$ cat src/rtl/reb_pkg.sv
`default_nettype none

package reb_pkg;

  localparam int unsigned TimeW     = 32;
  localparam int unsigned DebW      = 16;
  localparam int unsigned InDataW   = 40;
  localparam int unsigned OutDataW  = 8;
  localparam logic [DebW-1:0] DebounceReset = 16'd40;
  localparam logic signed [3:0] DetentSteps = 4'sd4;

  typedef enum logic [2:0] {
    EV_NONE = 3'd0,
    EV_CW   = 3'd1,
    EV_CCW  = 3'd2,
    EV_PUSH = 3'd3,
    EV_BACK = 3'd4
  } event_e;

  // per-beat control shared by the state-holding units
  typedef struct packed {
    logic adv;
    logic first;
  } step_ctrl_t;

  // index is {previous a, previous b, a, b}
  function automatic logic signed [1:0] move_step(logic [3:0] idx);
    logic signed [1:0] mv;
    unique case (idx)
      4'd1, 4'd7, 4'd8, 4'd14: mv = -2'sd1;
      4'd2, 4'd4, 4'd11, 4'd13: mv = 2'sd1;
      default: mv = 2'sd0;
    endcase
    return mv;
  endfunction

endpackage

`default_nettype wire

$ cat src/rtl/reb_quad.sv
`default_nettype none

module reb_quad (
  input  wire logic                clk_i,
  input  wire logic                rst_ni,
  input  wire reb_pkg::step_ctrl_t ctrl_i,
  input  wire logic [1:0]          ab_i,
  output reb_pkg::event_e          detent_o
);

  logic [1:0]        last_ab_q, last_ab_d;
  logic signed [3:0] sum_q, sum_d;
  logic signed [1:0] mv;
  logic signed [3:0] sum_new;

  always_comb begin
    mv       = reb_pkg::move_step({last_ab_q, ab_i});
    sum_new  = sum_q + {{2{mv[1]}}, mv};
    last_ab_d = last_ab_q;
    sum_d     = sum_q;
    detent_o  = reb_pkg::EV_NONE;
    if (ctrl_i.adv) begin
      last_ab_d = ab_i;
      if (ctrl_i.first) begin
        sum_d = sum_q;
      end else if (sum_new >= reb_pkg::DetentSteps) begin
        sum_d    = 4'sd0;
        detent_o = reb_pkg::EV_CW;
      end else if (sum_new <= -reb_pkg::DetentSteps) begin
        sum_d    = 4'sd0;
        detent_o = reb_pkg::EV_CCW;
      end else begin
        sum_d = sum_new;
      end
    end
  end

  always_ff @(posedge clk_i or negedge rst_ni) begin
    if (!rst_ni) begin
      last_ab_q <= 2'b00;
      sum_q     <= 4'sd0;
    end else begin
      last_ab_q <= last_ab_d;
      sum_q     <= sum_d;
    end
  end

  // a full detent always clears, so the stored sum stays within three steps
  assert property (@(posedge clk_i) disable iff (!rst_ni)
    (sum_q != 4'sd4) && (sum_q != -4'sd4))
    else $error("step sum left holding a full detent");

endmodule

`default_nettype wire

$ cat src/rtl/reb_debounce.sv
`default_nettype none

module reb_debounce (
  input  wire logic                           clk_i,
  input  wire logic                           rst_ni,
  input  wire reb_pkg::step_ctrl_t            ctrl_i,
  input  wire logic                           inhibit_i,
  input  wire logic                           level_i,
  input  wire logic [reb_pkg::TimeW-1:0]      now_i,
  input  wire logic [reb_pkg::DebW-1:0]       debounce_i,
  output logic                                rise_o
);

  logic                      raw_q, raw_d;
  logic                      stable_q, stable_d;
  logic [reb_pkg::TimeW-1:0] chg_q, chg_d, chg_new, elapsed;
  logic                      held, settle;

  always_comb begin
    chg_new  = (level_i != raw_q) ? now_i : chg_q;
    elapsed  = now_i - chg_new;
    held     = elapsed >= {{(reb_pkg::TimeW - reb_pkg::DebW){1'b0}}, debounce_i};
    settle   = !ctrl_i.first && (level_i != stable_q) && held;
    rise_o   = settle && level_i && !inhibit_i;
    raw_d    = raw_q;
    stable_d = stable_q;
    chg_d    = chg_q;
    if (ctrl_i.adv) begin
      raw_d = level_i;
      chg_d = chg_new;
      if (ctrl_i.first) begin
        stable_d = level_i;
        chg_d    = now_i;
      end else if (settle && !inhibit_i) begin
        stable_d = level_i;
      end
    end
  end

  always_ff @(posedge clk_i or negedge rst_ni) begin
    if (!rst_ni) begin
      raw_q    <= 1'b0;
      stable_q <= 1'b0;
      chg_q    <= '0;
    end else begin
      raw_q    <= raw_d;
      stable_q <= stable_d;
      chg_q    <= chg_d;
    end
  end

  assert property (@(posedge clk_i) disable iff (!rst_ni)
    ctrl_i.adv && ctrl_i.first |=> (stable_q == raw_q) && (chg_q == $past(now_i)))
    else $error("first sample did not load button state");

endmodule

`default_nettype wire

$ cat src/rtl/rotary_encoder_button_qualifier.sv
// an accepted beat is held in the input register, then its event is registered in the result register for m_axis
// throughput: one sample per cycle while m_axis is not stalled, state feedback closes within the single logic stage
// the input register and result register each take a beat while the next stage frees
// reset: asynchronous, active low; clears all decoder and button state, debounce to 40 ms
// the first sample after reset only loads the state and yields no event
`default_nettype none

module rotary_encoder_button_qualifier (
  input  wire logic        clk_i,
  input  wire logic        rst_ni,
  input  wire logic        cfg_we_i,
  input  wire logic [15:0] cfg_wdata_i,
  input  wire logic        s_axis_tvalid,
  output logic             s_axis_tready,
  // rotary_a, rotary_b, push_level, back_level, now_ms[31:0], zero pad
  input  wire logic [reb_pkg::InDataW-1:0]  s_axis_tdata,
  output logic             m_axis_tvalid,
  input  wire logic        m_axis_tready,
  // event_res[2:0], zero pad
  output logic [reb_pkg::OutDataW-1:0] m_axis_tdata
);

  logic [reb_pkg::DebW-1:0]    deb_q;
  logic                        in_vld_q, in_vld_d;
  logic [reb_pkg::InDataW-1:0] in_data_q;
  logic                        out_vld_q, out_vld_d;
  reb_pkg::event_e             out_evt_q, evt_d;
  logic                        started_q;
  logic                        out_free, adv, in_acc;
  reb_pkg::step_ctrl_t         ctrl;
  reb_pkg::event_e             detent;
  logic                        push_rise, back_rise;
  logic [reb_pkg::TimeW-1:0]   now;

  assign out_free      = !out_vld_q || m_axis_tready;
  assign adv           = in_vld_q && out_free;
  assign s_axis_tready = !in_vld_q || out_free;
  assign in_acc        = s_axis_tvalid && s_axis_tready;
  assign ctrl          = '{adv: adv, first: !started_q};
  assign now           = in_data_q[4 +: reb_pkg::TimeW];

  reb_quad u_quad (
    .clk_i    (clk_i),
    .rst_ni   (rst_ni),
    .ctrl_i   (ctrl),
    .ab_i     ({in_data_q[0], in_data_q[1]}),
    .detent_o (detent)
  );

  reb_debounce u_back (
    .clk_i      (clk_i),
    .rst_ni     (rst_ni),
    .ctrl_i     (ctrl),
    .inhibit_i  (1'b0),
    .level_i    (in_data_q[3]),
    .now_i      (now),
    .debounce_i (deb_q),
    .rise_o     (back_rise)
  );

  // a back event skips the push check for this sample
  reb_debounce u_push (
    .clk_i      (clk_i),
    .rst_ni     (rst_ni),
    .ctrl_i     (ctrl),
    .inhibit_i  (back_rise),
    .level_i    (in_data_q[2]),
    .now_i      (now),
    .debounce_i (deb_q),
    .rise_o     (push_rise)
  );

  always_comb begin
    priority if (back_rise) begin
      evt_d = reb_pkg::EV_BACK;
    end else if (push_rise) begin
      evt_d = reb_pkg::EV_PUSH;
    end else begin
      evt_d = detent;
    end
    in_vld_d  = in_acc ? 1'b1 : (adv ? 1'b0 : in_vld_q);
    out_vld_d = adv ? 1'b1 : (m_axis_tready ? 1'b0 : out_vld_q);
  end

  always_ff @(posedge clk_i or negedge rst_ni) begin
    if (!rst_ni) begin
      deb_q     <= reb_pkg::DebounceReset;
      in_vld_q  <= 1'b0;
      out_vld_q <= 1'b0;
      started_q <= 1'b0;
    end else begin
      if (cfg_we_i) begin
        deb_q <= cfg_wdata_i;
      end
      in_vld_q  <= in_vld_d;
      out_vld_q <= out_vld_d;
      if (adv) begin
        started_q <= 1'b1;
      end
    end
  end

  always_ff @(posedge clk_i) begin
    if (in_acc) begin
      in_data_q <= s_axis_tdata;
    end
    if (adv) begin
      out_evt_q <= evt_d;
    end
  end

  assign m_axis_tvalid = out_vld_q;
  assign m_axis_tdata  = {{(reb_pkg::OutDataW - 3){1'b0}}, out_evt_q};

  assert property (@(posedge clk_i) disable iff (!rst_ni)
    adv && !started_q |=> started_q && (out_evt_q == reb_pkg::EV_NONE))
    else $error("first sample produced an event");

  assert property (@(posedge clk_i) disable iff (!rst_ni)
    adv && !started_q |-> !back_rise && !push_rise && (detent == reb_pkg::EV_NONE))
    else $error("event source active on the loading sample");

  // a stalled result beat holds until taken
  assert property (@(posedge clk_i) disable iff (!rst_ni)
    m_axis_tvalid && !m_axis_tready |=> m_axis_tvalid && $stable(m_axis_tdata))
    else $error("result beat changed while stalled");

endmodule

`default_nettype wire

$ cat config.mk
export PLATFORM = sky130hd
export DESIGN_NAME = rotary_encoder_button_qualifier
export DESIGN_NICKNAME = d
export VERILOG_FILES = /design/src/rtl/reb_pkg.sv /design/src/rtl/reb_quad.sv /design/src/rtl/reb_debounce.sv /design/src/rtl/rotary_encoder_button_qualifier.sv
export SDC_FILE = /design/constraint.sdc
export NUM_CORES = 1
export LEC_CHECK = 0
export BUFFER_PORTS_ARGS = -buffer_cell sky130_fd_sc_hd__buf_2
export CORE_MARGIN = 4
export CORE_UTILIZATION = 40
export DETAILED_ROUTE_END_ITERATION = 7
export PLACE_DENSITY = 0.68
export SYNTH_ARGS = -nofsm -noshare
export SYNTH_HDL_FRONTEND = slang
export SYNTH_HIERARCHICAL = 1
export SYNTH_SLANG_ARGS = --single-unit
export TNS_END_PERCENT = 5
$ cat constraint.sdc
create_clock -name clk_i -period 7.82 [get_ports clk_i]
set_clock_uncertainty 0.2 [all_clocks]
set_input_delay 1.173 -clock clk_i [delete_from_list [all_inputs] [get_ports clk_i]]
set_output_delay 1.173 -clock clk_i [all_outputs]
set_load 0.005 [all_outputs]
; After elaboration in Yosys (flattened, before gate mapping)
; Memories as Yosys holds them, arrays and structs flattened.
; Cells that the tools add are included.
[op_classes]
addsub = 3
magnitude_cmp = 4
eq_ne = 6
muxes = 18
n_reduce_logical = 20
[op_table]
columns = operator, count
row1 = two-way mux 32 bit, 4
row2 = greater-or-equal comparator 32 x 16 -> 1 bit, 2
row3 = subtractor 32 bit, 2
row4 = logical AND 1 bit, 10
row5 = two-way mux 3 bit, 3
row6 = two-way mux 1 bit, 8
row7 = two-way mux 4 bit, 2
row8 = AND reduction 2 bit, 3
row9 = adder 4 bit, 1
row10 = greater-or-equal comparator 4 bit (second input constant), 1
row11 = <= comparator 4 x 3 -> 1 bit (second input constant), 1
row12 = != test 1 bit, 4
row13 = != test 2 x 1 -> 1 bit (second input constant), 2
row14 = nonzero test 2 bit, 2
row15 = zero test 1 bit, 3
row16 = logical OR 1 bit, 2
row17 = two-way mux 2 bit, 1
[word_totals]
regBits = 132
romBits = 32
inputBits = 61
output_inout_bits = 10
wordCells = 66
mem_count = 1
[mem_list]
columns = memory, depth, word_bits, read_ports, rd_clocked_by_memory_dff, wr, line
row1 = (name not given), 16, 2, 1, 0, 0, reb_pkg.sv:29  ; unique case (idx)

; Logic depth before layout (Yosys ltp)
; Gate-level depths: netlist of the first run.
[depth]
ltp_word = 10
ltp_mapped = 29
depth_no_buf = 26

; Modules after synthesis
; The synthesis of the first run kept the hierarchy.
[modules_own_cells]
columns = mod, n_inst, cells_each, area_each_um2, seq_area_each_um2
row1 = reb_debounce (u_push), 1, 590, 4683.2, 850.8
row2 = reb_debounce (u_back), 1, 583, 4615.7, 850.8
row3 = rotary_encoder_button_qualifier, 1, 96, 2015.7, 1649.1
row4 = reb_quad, 1, 53, 556.8, 150.1

; Worst setup path before layout of the first run
; OpenSTA, ideal clock, no wires.
[synth_path]
kind = register -> register
startpoint = register in_data_q[2] (netlist name)
endpoint = register out_evt_q[0], data pin
arrival_time_ns = 5.477
t_required_ns = 7.363
path_slack_ns = 1.886
path_stages_with_launch = 28
path_buffers = 3
cell_sequence = edfxtp_1 > xnor2_2 > buf_6 > clkbuf_1 > clkbuf_1 > nand2_1 > o21ai_0 > ha_1 > inv_1 > ha_1 > o21ba_2 > a21oi_1 > o32ai_2 > nand2_1 > xnor2_1 > ha_1 > a21o_1 > a211o_1 > a2111oi_0 > a21oi_1 > nor4_1 > nand4_1 > nor4b_1 > nand4_1 > nor4_2 > nor4_1 > nor2_1 > nor2_1
[synth_between]
elab_chain_len = 8
elab_cells_between_ends = 10
cone_classes = 1 x add/sub / 1 x order compare / 2 x eq/ne / 2 x mux / 4 x reduce/logical
[synth_lines]
columns = element, line
row1 = "start, declared", rotary_encoder_button_qualifier.sv:25  ; logic [reb_pkg::InDataW-1:0] in_data_q;
row2 = "start signal, assigned", rotary_encoder_button_qualifier.sv:105  ; in_data_q <= s_axis_tdata;
row3 = != test 1 bit, reb_debounce.sv:20  ; chg_new = (level_i != raw_q) ? now_i : chg_q;
row4 = two-way mux 32 bit, reb_debounce.sv:20
row5 = subtractor 32 bit, reb_debounce.sv:21  ; elapsed = now_i - chg_new;
row6 = greater-or-equal comparator 32 x 16 -> 1 bit, reb_debounce.sv:22  ; held = elapsed >= {{(reb_pkg::TimeW - reb_pkg::DebW){1'b0}}, debounce_i};
row7 = logical AND 1 bit, reb_debounce.sv:23  ; settle = !ctrl_i.first && (level_i != stable_q) && held;
row8 = logical AND 1 bit (*) (2 in a row), reb_debounce.sv:24  ; rise_o = settle && level_i && !inhibit_i;
row9 = named net push_rise, rotary_encoder_button_qualifier.sv:32  ; logic push_rise, back_rise;
row10 = two-way mux 3 bit (*), rotary_encoder_button_qualifier.sv:76  ; end else if (push_rise) begin
row11 = "end signal, assigned", rotary_encoder_button_qualifier.sv:108  ; out_evt_q <= evt_d;
row12 = "end, declared", rotary_encoder_button_qualifier.sv:27  ; reb_pkg::event_e out_evt_q, evt_d;
; The timed path passes the listed nets; every way through them passes the cells marked *.
; A chain may end at the register's enable or synchronous reset.

; Worst setup path in the final report of the first run
; Ends and elaborated chain as after synthesis.

==> results.sh, run 1 <==
export IMPL_period_share_pct=85.8
export IMPL_start_util_pct=40.9
export IMPL_path_clk_slew_ps=70
export IMPL_grt_ovfl_total=0
export IMPL_crit_family="compound AO/OA/AOI/OAI gates"
export IMPL_clockBufferDepth=2
export IMPL_first_pass_iters=5
export IMPL_synth_edf_count=39
export IMPL_synth_warnings=6
export IMPL_fmax_mhz=149
export IMPL_root_buffer="clkbuf_16"
export IMPL_startpoint_type="flip-flop"
export IMPL_min_period_ps=6710
export IMPL_slew_violations=0
export IMPL_leakagePower_uw=0.00567
export IMPL_dp_hpwl_um=25200
export IMPL_ys_seq_area_share_pct=29.5
export IMPL_worstMarginPinSlew_ps=1160
export IMPL_cts_num_sinks=132
export IMPL_post_cts_buffers=0
export IMPL_crit_path_end_kind="flip-flop"
export IMPL_track_usage_pct=19.7
export IMPL_cpMostUsedCell="ha_1"
export IMPL_die_w_um=180
export IMPL_core_um2=29000
export IMPL_drc=0
export IMPL_hold_viol_final=0
export IMPL_synth_area_um2=11900
export IMPL_powerDensity_nw_per_um2=332
export IMPL_critPathArrivalTime_ps=6690
export IMPL_drive_gt1_share_pct=16.2
export IMPL_crit_fanout=7
export IMPL_cts_tree="done"
export IMPL_critical_path_buf_inv_count=1
export IMPL_synth_ff_type="dfrtp_1"
export IMPL_rsz0062_at_grt="no"
export IMPL_drt_iter0_drc=831
export IMPL_cts_resized=0
export IMPL_wl_um=32900
export IMPL_wire_per_inst_um=18.8
export IMPL_antenna_found_initial=0
export IMPL_ys_types=115
export IMPL_finalSetupViolations=0
export IMPL_nNetsFinal=1498
export IMPL_grt_pass1_vias=9855
export IMPL_cp_required_ps=7800
export IMPL_outcome="complete, no violations"
export IMPL_gp_congestion=0.954
export IMPL_crit_chain="xnor2_2 -> nand2_1 -> o21ai_0 -> ha_1 -> inv_1 -> ha_1 -> o21ba_2 -> a21oi_1 -> o32ai_2 -> nand2_1 -> xnor2_1 -> ha_1 -> a21o_1 -> a211o_1 -> a2111oi_0 -> a21oi_1 -> nor4_1 -> nand4_1 -> nor4b_1 -> nand4_1 -> nor4_2 -> nor4_1 -> nor2_1 -> nor2_1"
export IMPL_syn_to_final_growth_pct=10.5
export IMPL_insertion_delay_ps=430
export IMPL_crit_type="reg2reg"
export IMPL_slowest_stage="o32ai_2"
export IMPL_synth_avg_cell_area_um2=8.98
export IMPL_antenna_left=0
export IMPL_path_depth=24
export IMPL_ys_ff_latch=132
export IMPL_route_vias_total=10346
export IMPL_die_y_um=180
export IMPL_holdCritPathClass="reg2reg"
export IMPL_cp_slowest_stage_delay_ps=630
export IMPL_grt_pass1_wl_um=52600
export IMPL_antennaDiodeCount=0
export IMPL_num_io_pins=71
export IMPL_peakVddDrop_uv=170
export IMPL_utilization_pct=45.2
export IMPL_htreeDepth=4
export IMPL_synthArstFlopShare_pct=70.5
export IMPL_dieArea_um2=32500
export IMPL_max_slew_margin_pct=22.1
export IMPL_fin_setup_tns_ps=0
export IMPL_cts_buffers=17
export IMPL_worstHoldPathCells=1
export IMPL_rr_worst_depth=24
export IMPL_grt_max_degree=51
export IMPL_post_drt_via_cell_ratio=5.91
export IMPL_maxCapViolations=0
export IMPL_hold_buffers=0
export IMPL_syn_inst=1322
export IMPL_port_buffer_count=61
export IMPL_finalHoldWorstSlack_ps=266
export IMPL_rows=62
-- registers in the layout (all words and copies together), names as in the netlist --
register,cells
u_quad/sum_q,4
deb_q,16
u_back/raw_q,1
u_quad/last_ab_q,2
in_data_q,36
u_back/stable_q,1
u_back/chg_q,32
u_push/chg_q,32
started_q,1
in_vld_q,1
u_push/raw_q,1
m_axis_tvalid,1
u_push/stable_q,1
out_evt_q,3
-- per-layer routing --
metal / share of wire [%] / wire [um] / vias to the layer above / GRT usage [%]
li1: - / - / 4969 / -
met1: 46 / 15200 / 4985 / 27.1
met2: 46 / 15200 / 334 / 32.3
met3: 5.2 / 1700 / 58 / 2.95
met4: 2.4 / 788 / 0 / 5.90
met5: 0 / 0 / - / 0
-- where the power goes --
group	leakage, uW	switching (uW)	internal (uW)
registers	0.00147	168	879
clock network	0.000301	360	508
logic	0.00390	1410	1030
total	0.00567	1940	2420
-- layout make-up --
class                   instances  area (um^2)
multi-input cells            1048         7820
clock inverters                13          159
inverters                      84          315
repair buffers                 71          383
fillers                      2853        15900
clock buffers                  19          464
flip-flops and latches        132         3500
well taps                     384          480
-- cells in the final DEF, fill, tap and decap left out, types with 14 or more instances in the layout --
cell type  netlist  final
a21o_1          27     27
a21oi_1         79     79
buf_2            5     60
clkbuf_16        0     18
dfrtp_1         91     91
edfxtp_1        39     39
ha_1            82     82
inv_1           84     84
maj3_1          14     14
mux2_2          58     58
mux2i_1         44     44
nand2_1        104    104
nand2b_1        32     32
nand3_1         22     22
nand4_1         25     25
nor2_1          82     82
nor2b_1         31     31
nor3_1          20     20
o21ai_0         76     75
xnor2_1         30     29
xor2_1          25     25
-- metrics by stage --
step / total power (uW) / instance area, um^2 / std cells / worst slack [ps]
after floorplan: 2890 / 11900 / 1327 / 1890
after global placement: 3410 / 12500 / 1719 / 1310
after detailed placement: 3460 / 12500 / 1719 / 1280
after CTS: 4340 / 13100 / 1751 / 1250
after global routing: 4690 / 13100 / 1751 / 697
final: 4360 / 13100 / 1751 / 1110
-- worst reg2reg max path, delay by kind of cell (launching register included) --
family	cells	cell delay, ps
adders and majority gates	3	790
AOI/OAI and AO/OA	8	2090
and+or+nand+nor	10	2070
DFF	1	550
xor gates and xnor gates	2	650
buffers and inverters	1	100
-- synth_stat cells, types with 7 or more instances --
cell type  instances  area [um^2]
nand2_1          104          390
dfrtp_1           91         2280
inv_1             84          315
ha_1              82         1030
nor2_1            82          308
a21oi_1           79          395
o21ai_0           76          380
mux2_2            58          653
mux2i_1           44          440
clkbuf_1          43          161
edfxtp_1          39         1170
nand2b_1          32          200
nor2b_1           31          194
xnor2_1           30          263
a21o_1            27          203
nand4_1           25          156
xor2_1            25          219
nand3_1           22          110
nor3_1            20          100
maj3_1            14          140
a211oi_1          12         90.1
and3_1            12         75.1
o211ai_1          12         90.1
o21a_1            12         90.1
a31oi_1           11         68.8
and2_1            11         68.8
mux2_4            10          150
o31ai_1           10         75.1
and4_1             9         78.8
o21bai_1           9         67.6
or3_1              9         56.3
buf_4              8         60.1
nor4_1             8         50.1
nand3b_1           7         52.6
o2111ai_1          7         61.3
-- path summary, 6_finish.rpt --
path	startpoint	end	slack, ps
setup / recovery	in_data_q[2]	out_evt_q[0]	1110
hold / removal	started_q	started_q	270
setup reg to reg	in_data_q[2]	out_evt_q[0]	1110
hold reg to reg	started_q	started_q	270
max in group asynchronous	rst_ni	u_push/chg_q[6]	5730
min in group asynchronous	rst_ni	u_quad/sum_q[2]	560
-- kinds of logic (layout without fill, tap and decap cells) --
family | Yosys count | after routing | share of synthesized area [%]
AOI/OAI and AO/OA | 368 | 368 | 21.8
buffers and inverters | 147 | 187 | 5.28
other | 2 | 7 | 0.0633
muxes | 115 | 115 | 10.9
xor gates and xnor gates | 59 | 59 | 4.68
and+or+nand+nor | 401 | 401 | 17.8
adders and majority gates | 98 | 98 | 10.1
DFF | 132 | 132 | 29.5
Note: power is estimated with default switching activity, not from simulation.
==> run 2, diff against run 1 <==
--- a/config.mk
+++ b/config.mk
@@ -7,11 +7,10 @@
 export LEC_CHECK = 0
 export BUFFER_PORTS_ARGS = -buffer_cell sky130_fd_sc_hd__buf_2
 export CORE_MARGIN = 4
-export CORE_UTILIZATION = 40
+export CORE_UTILIZATION = 62
 export DETAILED_ROUTE_END_ITERATION = 7
-export PLACE_DENSITY = 0.68
+export PLACE_DENSITY = 0.93
 export SYNTH_ARGS = -nofsm -noshare
 export SYNTH_HDL_FRONTEND = slang
-export SYNTH_HIERARCHICAL = 1
 export SYNTH_SLANG_ARGS = --single-unit
 export TNS_END_PERCENT = 5
==> run 2 against run 1 <==
Net effect: register-to-register slack got worse by 60 ps; global-route usage increased by 12 points; via count decreased by 2.5%; area after synthesis decreased by 8.6%; clock-buffer cell count increased by 5; utilization increased by 24 points; worst hold slack improved by 30 ps; fmax decreased by 0.85%; non-clock buffer count decreased by 1; combinational power decreased by 4%; setup slack got worse by 57 ps; critical endpoint is now u_push.stable_q; highest routed layer unchanged.
==> results.sh, run 2 <==
export IMPL_htreeDepth=4
export IMPL_cts_num_sinks=132
export IMPL_antenna_left=0
export IMPL_root_buffer="clkbuf_16"
export IMPL_reg_top3="in_data_q x36, u_back.chg_q x32, u_push.chg_q x32"
export IMPL_synth_most_common_cell="nand2_1"
export IMPL_core_um2=17200
export IMPL_synthSimpleGateAreaFrac_pct=16.2
export IMPL_post_cts_buffers=0
export IMPL_fmax_mhz=148
export IMPL_gp_congestion=0.967
export IMPL_ys_types=79
export IMPL_synth_area_um2=10800
export IMPL_synth_fa_ha_area_share_pct=11.4
export IMPL_startpoint_type="flip-flop"
export IMPL_nNetsFinal=1397
export IMPL_outcome="complete, no violations"
export IMPL_period_share_pct=86.6
export IMPL_leakagePower_uw=0.00511
export IMPL_synthArstFlopShare_pct=70.5
export IMPL_finalSetupViolations=0
export IMPL_first_pass_iters=6
export IMPL_placed_cells=1451
export IMPL_slowest_stage="xor2_2"
export IMPL_drt_iter0_drc=1127
export IMPL_synth_common_cells="nand2_1 (114), dfrtp_1 (91), ha_1 (89)"
export IMPL_crit_chain="xor2_2 -> mux2i_1 -> ha_1 -> nor2b_1 -> o32ai_1 -> nor4_1 -> o21ba_2 -> o21ai_0 -> nand2b_1 -> a21oi_1 -> xnor2_1 -> ha_1 -> a21oi_1 -> o22a_1 -> nand4_1 -> a2111oi_0 -> o2111ai_1 -> or4_1 -> nor4_1 -> buf_4 -> nor3_1 -> a21oi_1 -> mux2_2"
export IMPL_grt_ovfl_total=0
export IMPL_min_period_ps=6770
export IMPL_path_clk_slew_ps=60
export IMPL_ys_seq_area_share_pct=32.3
export IMPL_clockBufferDepth=2
export IMPL_wl_um=31300
export IMPL_top_register="in_data_q"
export IMPL_crit_path_end_kind="flip-flop"
export IMPL_netlist_top_cells_area="dfrtp_1 (21%), edfxtp_1 (11%), ha_1 (10%)"
export IMPL_reg2reg_slack_ps=1050
export IMPL_layout_commonest_cell="nand2_1"
export IMPL_cts_resized=0
export IMPL_synth_avg_cell_area_um2=8.95
export IMPL_antenna_found_initial=0
export IMPL_antennaDiodeCount=0
export IMPL_cp_required_ps=7940
export IMPL_syn_inst=1212
export IMPL_slew_violations=0
export IMPL_maxCapViolations=0
export IMPL_fin_setup_tns_ps=0
export IMPL_dieArea_um2=19700
export IMPL_min_delay_start="in_vld_q"
export IMPL_whs_endpoint="m_axis_tvalid"
export IMPL_synthDominantAreaCellType="dfrtp_1"
export IMPL_die_y_um=140
export IMPL_start_util_pct=62.9
export IMPL_synth_top_area_share_pct=21.0
export IMPL_port_buffer_count=61
export IMPL_synth_warnings=0
export IMPL_crit_type="reg2reg"
export IMPL_synth_edf_count=39
export IMPL_grt_pass1_vias=9649
export IMPL_worstHoldPathCells=1
export IMPL_max_slew_margin_pct=18.2
export IMPL_powerDensity_nw_per_um2=349
export IMPL_wire_per_inst_um=21.1
export IMPL_num_io_pins=71
export IMPL_insertion_delay_ps=440
export IMPL_grt_max_degree=49
export IMPL_die_w_um=140
export IMPL_dp_hpwl_um=22900
export IMPL_rr_worst_depth=23
export IMPL_critPathArrivalTime_ps=6890
export IMPL_synth_xor_area_share_pct=4.60
export IMPL_synth_top_family_by_area="compound AO/OA/AOI/OAI gates"
export IMPL_synth_ff_type="dfrtp_1"
export IMPL_cts_tree="done"
export IMPL_place_ws_ps=1460
export IMPL_cts_buffers=17
export IMPL_synthMuxAreaShare_pct=11.1
export IMPL_worstMarginPinSlew_ps=1220
export IMPL_holdCritPathClass="reg2reg"
export IMPL_synth_compound_area_share_pct=20.3
export IMPL_peakVddDrop_uv=213
export IMPL_fin_ws_ps=1050
export IMPL_p_total_uw=4160
export IMPL_syn_to_final_growth_pct=9.64
export IMPL_rr_endpoint="u_push.stable_q"
export IMPL_cpMostUsedCell="a21oi_1"
export IMPL_cp_slowest_stage_delay_ps=660
export IMPL_r2r_start="in_data_q[2]"
export IMPL_route_vias_total=10092
export IMPL_track_usage_pct=31.7
export IMPL_ys_ff_latch=132
export IMPL_fin_cells=1483
export IMPL_post_drt_via_cell_ratio=6.81
export IMPL_largest_register_ffs=36
export IMPL_rows=48
export IMPL_hold_buffers=0
export IMPL_grt_pass1_wl_um=49800
export IMPL_drc=0
export IMPL_final_cell_mix="nand2_1 (114), dfrtp_1 (91), ha_1 (89)"
export IMPL_hold_viol_final=0
export IMPL_crit_fanout=9
export IMPL_drive_gt1_share_pct=14.5
export IMPL_rsz0062_at_grt="no"
run 2: cells by family (layout without fill, tap and decap cells):
logic type               after synthesis  in the layout
AND/OR/NAND/NOR                      361            361
AO/OA/AOI/OAI                        339            339
flip-flops                           132            132
buffers and inverters                112            154
multiplexers                         111            111
adder cells (fa/ha/maj)               99             99
XOR/XNOR                              57             57
other                                  1              5
run 2: power by group:
part | switching (uW) | internal [uW] | total, uW
registers | 137 | 882 | 1020
clock network | 310 | 471 | 782
logic | 1400 | 952 | 2350
run 2: final cells by class:
| class | instances | area (um^2) |
|---|---|---|
| multi-input combinational | 972 | 6970 |
| fill | 1283 | 5340 |
| clock buffer | 24 | 493 |
| tap | 225 | 282 |
| clock inverter | 8 | 75.1 |
| timing repair buffer | 70 | 375 |
| inverter | 52 | 195 |
| sequential | 132 | 3500 |
run 2: stage by stage:
step | hold WS (ps) | cell area [um^2] | utilization (%)
floorplan | 250 | 10900 | -
global placement | 262 | 11300 | 65.7
detailed placement | 283 | 11300 | 65.7
CTS | 300 | 11900 | 69.0
global route | 311 | 11900 | 69.0
finish | 297 | 11900 | 69.0
run 2: how the worst max path moves through the flow:
stage	cells after the start	slack (ps)	to	start
after CTS	23	1340	u_push.stable_q	in_data_q[2]
after floorplan	26	1190	u_back.stable_q	in_data_q[3]
after detailed placement	20	1460	u_push.stable_q	in_data_q[2]
after global routing	23	860	u_push.stable_q	in_data_q[2]
final	23	1050	u_push.stable_q	in_data_q[2]
after global placement	20	1520	u_back.stable_q	in_data_q[3]
run 2: metal layers:
| layer | track usage, % | up-vias | routed length, um |
|---|---|---|---|
| met5 | 0 | - | 0 |
| met4 | 13.5 | 0 | 1260 |
| met3 | 7.07 | 114 | 2860 |
| met2 | 52.4 | 595 | 14900 |
| met1 | 40.3 | 4816 | 12300 |
| li1 | - | 4567 | - |
run 2: critical path, delay by kind of cell, from the launching register on:
kind | cells | cell delay (ps)
AOI/OAI and AO/OA | 9 | 2210
and+or+nand+nor | 7 | 1380
xor gates and xnor gates | 2 | 820
muxes | 2 | 730
adders and majority gates | 2 | 560
DFF | 1 | 510
buffers and inverters | 1 | 230
==> run 3, diff against run 2 <==
--- a/config.mk
+++ b/config.mk
@@ -5,6 +5,7 @@
 export SDC_FILE = /design/constraint.sdc
 export NUM_CORES = 1
 export LEC_CHECK = 0
+export ABC_CLOCK_PERIOD_IN_PS = 6900
 export BUFFER_PORTS_ARGS = -buffer_cell sky130_fd_sc_hd__buf_2
 export CORE_MARGIN = 4
 export CORE_UTILIZATION = 62
==> constraint.sdc (replaced) <==
create_clock -name clk_i -period 6.9 [get_ports clk_i]
set_clock_uncertainty 0.2 [all_clocks]
set_input_delay 1.035 -clock clk_i [delete_from_list [all_inputs] [get_ports clk_i]]
set_output_delay 1.035 -clock clk_i [all_outputs]
set_load 0.005 [all_outputs]
==> run 3 against run 2 <==
Net effect: utilization up 0.36 points; first-iteration DRC count up 0.89%; register-to-register slack worse by 680 ps; non-clock buffer count up 1; critical path type unchanged; global-route usage down 0.74 points; sequential power up 14%; critical path depth unchanged.
==> results.sh, run 3 (synthesis results as in run 2) <==
export IMPL_die_w_um=140
export IMPL_cts_buffers=17
export IMPL_cts_num_sinks=132
export IMPL_clockBufferDepth=2
export IMPL_core_um2=17200
export IMPL_wl_um=30600
export IMPL_layout_commonest_cell="nand2_1"
export IMPL_grt_pass1_vias=9662
export IMPL_first_pass_iters=8
export IMPL_rows=48
export IMPL_cp_required_ps=7020
export IMPL_final_cell_mix="nand2_1 (114), dfrtp_1 (91), ha_1 (89)"
export IMPL_slew_violations=0
export IMPL_drt_iter0_drc=1137
export IMPL_antennaDiodeCount=0
export IMPL_path_clk_slew_ps=60
export IMPL_num_io_pins=71
export IMPL_comb_power_share_pct=55.7
export IMPL_root_buffer="clkbuf_16"
export IMPL_worstMarginPinSlew_ps=1250
export IMPL_cts_tree="done"
export IMPL_max_slew_margin_pct=16.7
export IMPL_maxCapViolations=0
export IMPL_drive_gt1_share_pct=14.9
export IMPL_insertion_delay_ps=440
export IMPL_drc=0
export IMPL_htreeDepth=4
export IMPL_powerDensity_nw_per_um2=394
export IMPL_antenna_left=0
export IMPL_dp_hpwl_um=21900
export IMPL_largest_register_ffs=36
export IMPL_cpMostUsedCell="a21oi_1"
export IMPL_fin_cells=1484
export IMPL_slowest_stage="nor4_1"
export IMPL_finalSetupViolations=0
export IMPL_grt_ovfl_total=0
export IMPL_p_int_uw=2640
export IMPL_grt_max_degree=71
export IMPL_crit_fanout=5
export IMPL_hold_viol_final=0
export IMPL_seqPwrFrac_pct=24.6
export IMPL_cp_slowest_stage_delay_ps=680
export IMPL_start_util_pct=62.9
export IMPL_wire_per_inst_um=20.6
export IMPL_crit_chain="xor2_2 -> mux2i_1 -> ha_1 -> nor2b_1 -> nor3_1 -> nor4_1 -> o21ba_2 -> o21ai_0 -> nand2b_1 -> a21oi_1 -> xnor2_1 -> ha_1 -> a21oi_1 -> o22a_1 -> nand4_1 -> a2111oi_0 -> o2111ai_1 -> or4_1 -> nor4_1 -> buf_4 -> o22ai_1 -> a21oi_1 -> mux2_2"
export IMPL_outcome="complete, no violations"
export IMPL_port_buffer_count=61
export IMPL_fin_setup_tns_ps=0
export IMPL_utilization_pct=69.4
export IMPL_startpoint_type="flip-flop"
export IMPL_period_share_pct=94.6
export IMPL_hold_buffers=0
export IMPL_route_vias_total=10016
export IMPL_post_drt_via_cell_ratio=6.75
export IMPL_gp_congestion=1.04
export IMPL_nNetsFinal=1398
export IMPL_crit_path_end_kind="flip-flop"
export IMPL_min_period_ps=6530
export IMPL_grt_pass1_wl_um=49200
export IMPL_antenna_found_initial=0
export IMPL_swShare_pct=43.9
export IMPL_crit_type="reg2reg"
export IMPL_track_usage_pct=31.0
export IMPL_die_y_um=140
export IMPL_top_register="in_data_q"
export IMPL_rsz0062_at_grt="no"
export IMPL_dieArea_um2=19700
export IMPL_fmax_mhz=153
export IMPL_clkPwrFrac_pct=19.7
export IMPL_critPathArrivalTime_ps=6650
export IMPL_reg_top3="in_data_q x36, u_back.chg_q x32, u_push.chg_q x32"
export IMPL_peakVddDrop_uv=238
export IMPL_syn_to_final_growth_pct=10.2
export IMPL_leakagePower_uw=0.00514
export IMPL_holdCritPathClass="in2async"
export IMPL_placed_cells=1452
export IMPL_p_switching_uw=2070
==> run 3: cell types whose count changed in the layout (fill, tap and decap cells not counted), sizes merged <==
| cell | delta |
|---|---|
| clkinv | +2 |
| clkinvlp | -1 |
| clkbuf | -1 |
| buf | +1 |
==> run 3: routing by layer <==
layer	part of all wire [%]	global-route usage (%)	vias up
met3	8.4	6.49	126
met4	3.9	11.8	0
met5	0	0	-
li1	-	-	4566
met2	47	51.2	575
met1	40	40.2	4749
==> run 3: path summary, 6_finish.rpt <==
check,start,to,slack [ps],depth (start not counted)
hold reg to reg,u_push.chg_q[6],u_push.chg_q[6],310,1
min in group clk_i,u_push.chg_q[6],u_push.chg_q[6],310,1
max in group asynchronous,rst_ni,u_push.chg_q[19],4950,2
setup / recovery,in_data_q[2],u_push.stable_q,370,23
hold / removal,rst_ni,u_back.chg_q[31],300,1
setup reg to reg,in_data_q[2],u_push.stable_q,370,23
==> run 3: final cells by class <==
| type | count | area [um^2] |
|---|---|---|
| fill | 1247 | 5280 |
| sequential | 132 | 3500 |
| clock buffer | 23 | 520 |
| timing repair buffer | 71 | 383 |
| inverter | 52 | 195 |
| tap | 225 | 282 |
| multi-input combinational | 972 | 6980 |
| clock inverter | 9 | 91.3 |
==> run 3: worst max-delay path, delay by kind of cell (launching register included) <==
family / cells / cell delay [ps]
XOR/XNOR: 2 / 760
AND/OR/NAND/NOR: 7 / 2000
adder cells (fa/ha/maj): 2 / 600
AO/OA/AOI/OAI: 9 / 1520
buffers and inverters: 1 / 220
multiplexers: 2 / 580
flip-flops: 1 / 560
==> run 3: power by group through the flow <==
stage | registers, uW | logic (uW) | clock network [uW]
after detailed placement | 1160 | 2500 | 0
after CTS | 1150 | 2550 | 931
after global routing | 1170 | 2870 | 975
final | 1160 | 2630 | 930
after global placement | 1140 | 2420 | 0
after floorplan | 1100 | 1950 | 0
==> run 3: timing repair <==
action	CTS	global route
endpoints found under the setup margin	0	1
resized for setup	0	1
buffers inserted	0	0
==> run 3: metrics by stage <==
stage	area [um^2]	hold slack, ps	power [uW]	setup WS [ps]
2_1_floorplan	10900	250	3060	267
3_5_place_dp	11300	291	3660	543
4_1_cts	11900	308	4630	343
3_3_place_gp	11300	266	3560	699
6_report	12000	300	4720	372
5_1_grt	12000	317	5020	43.3
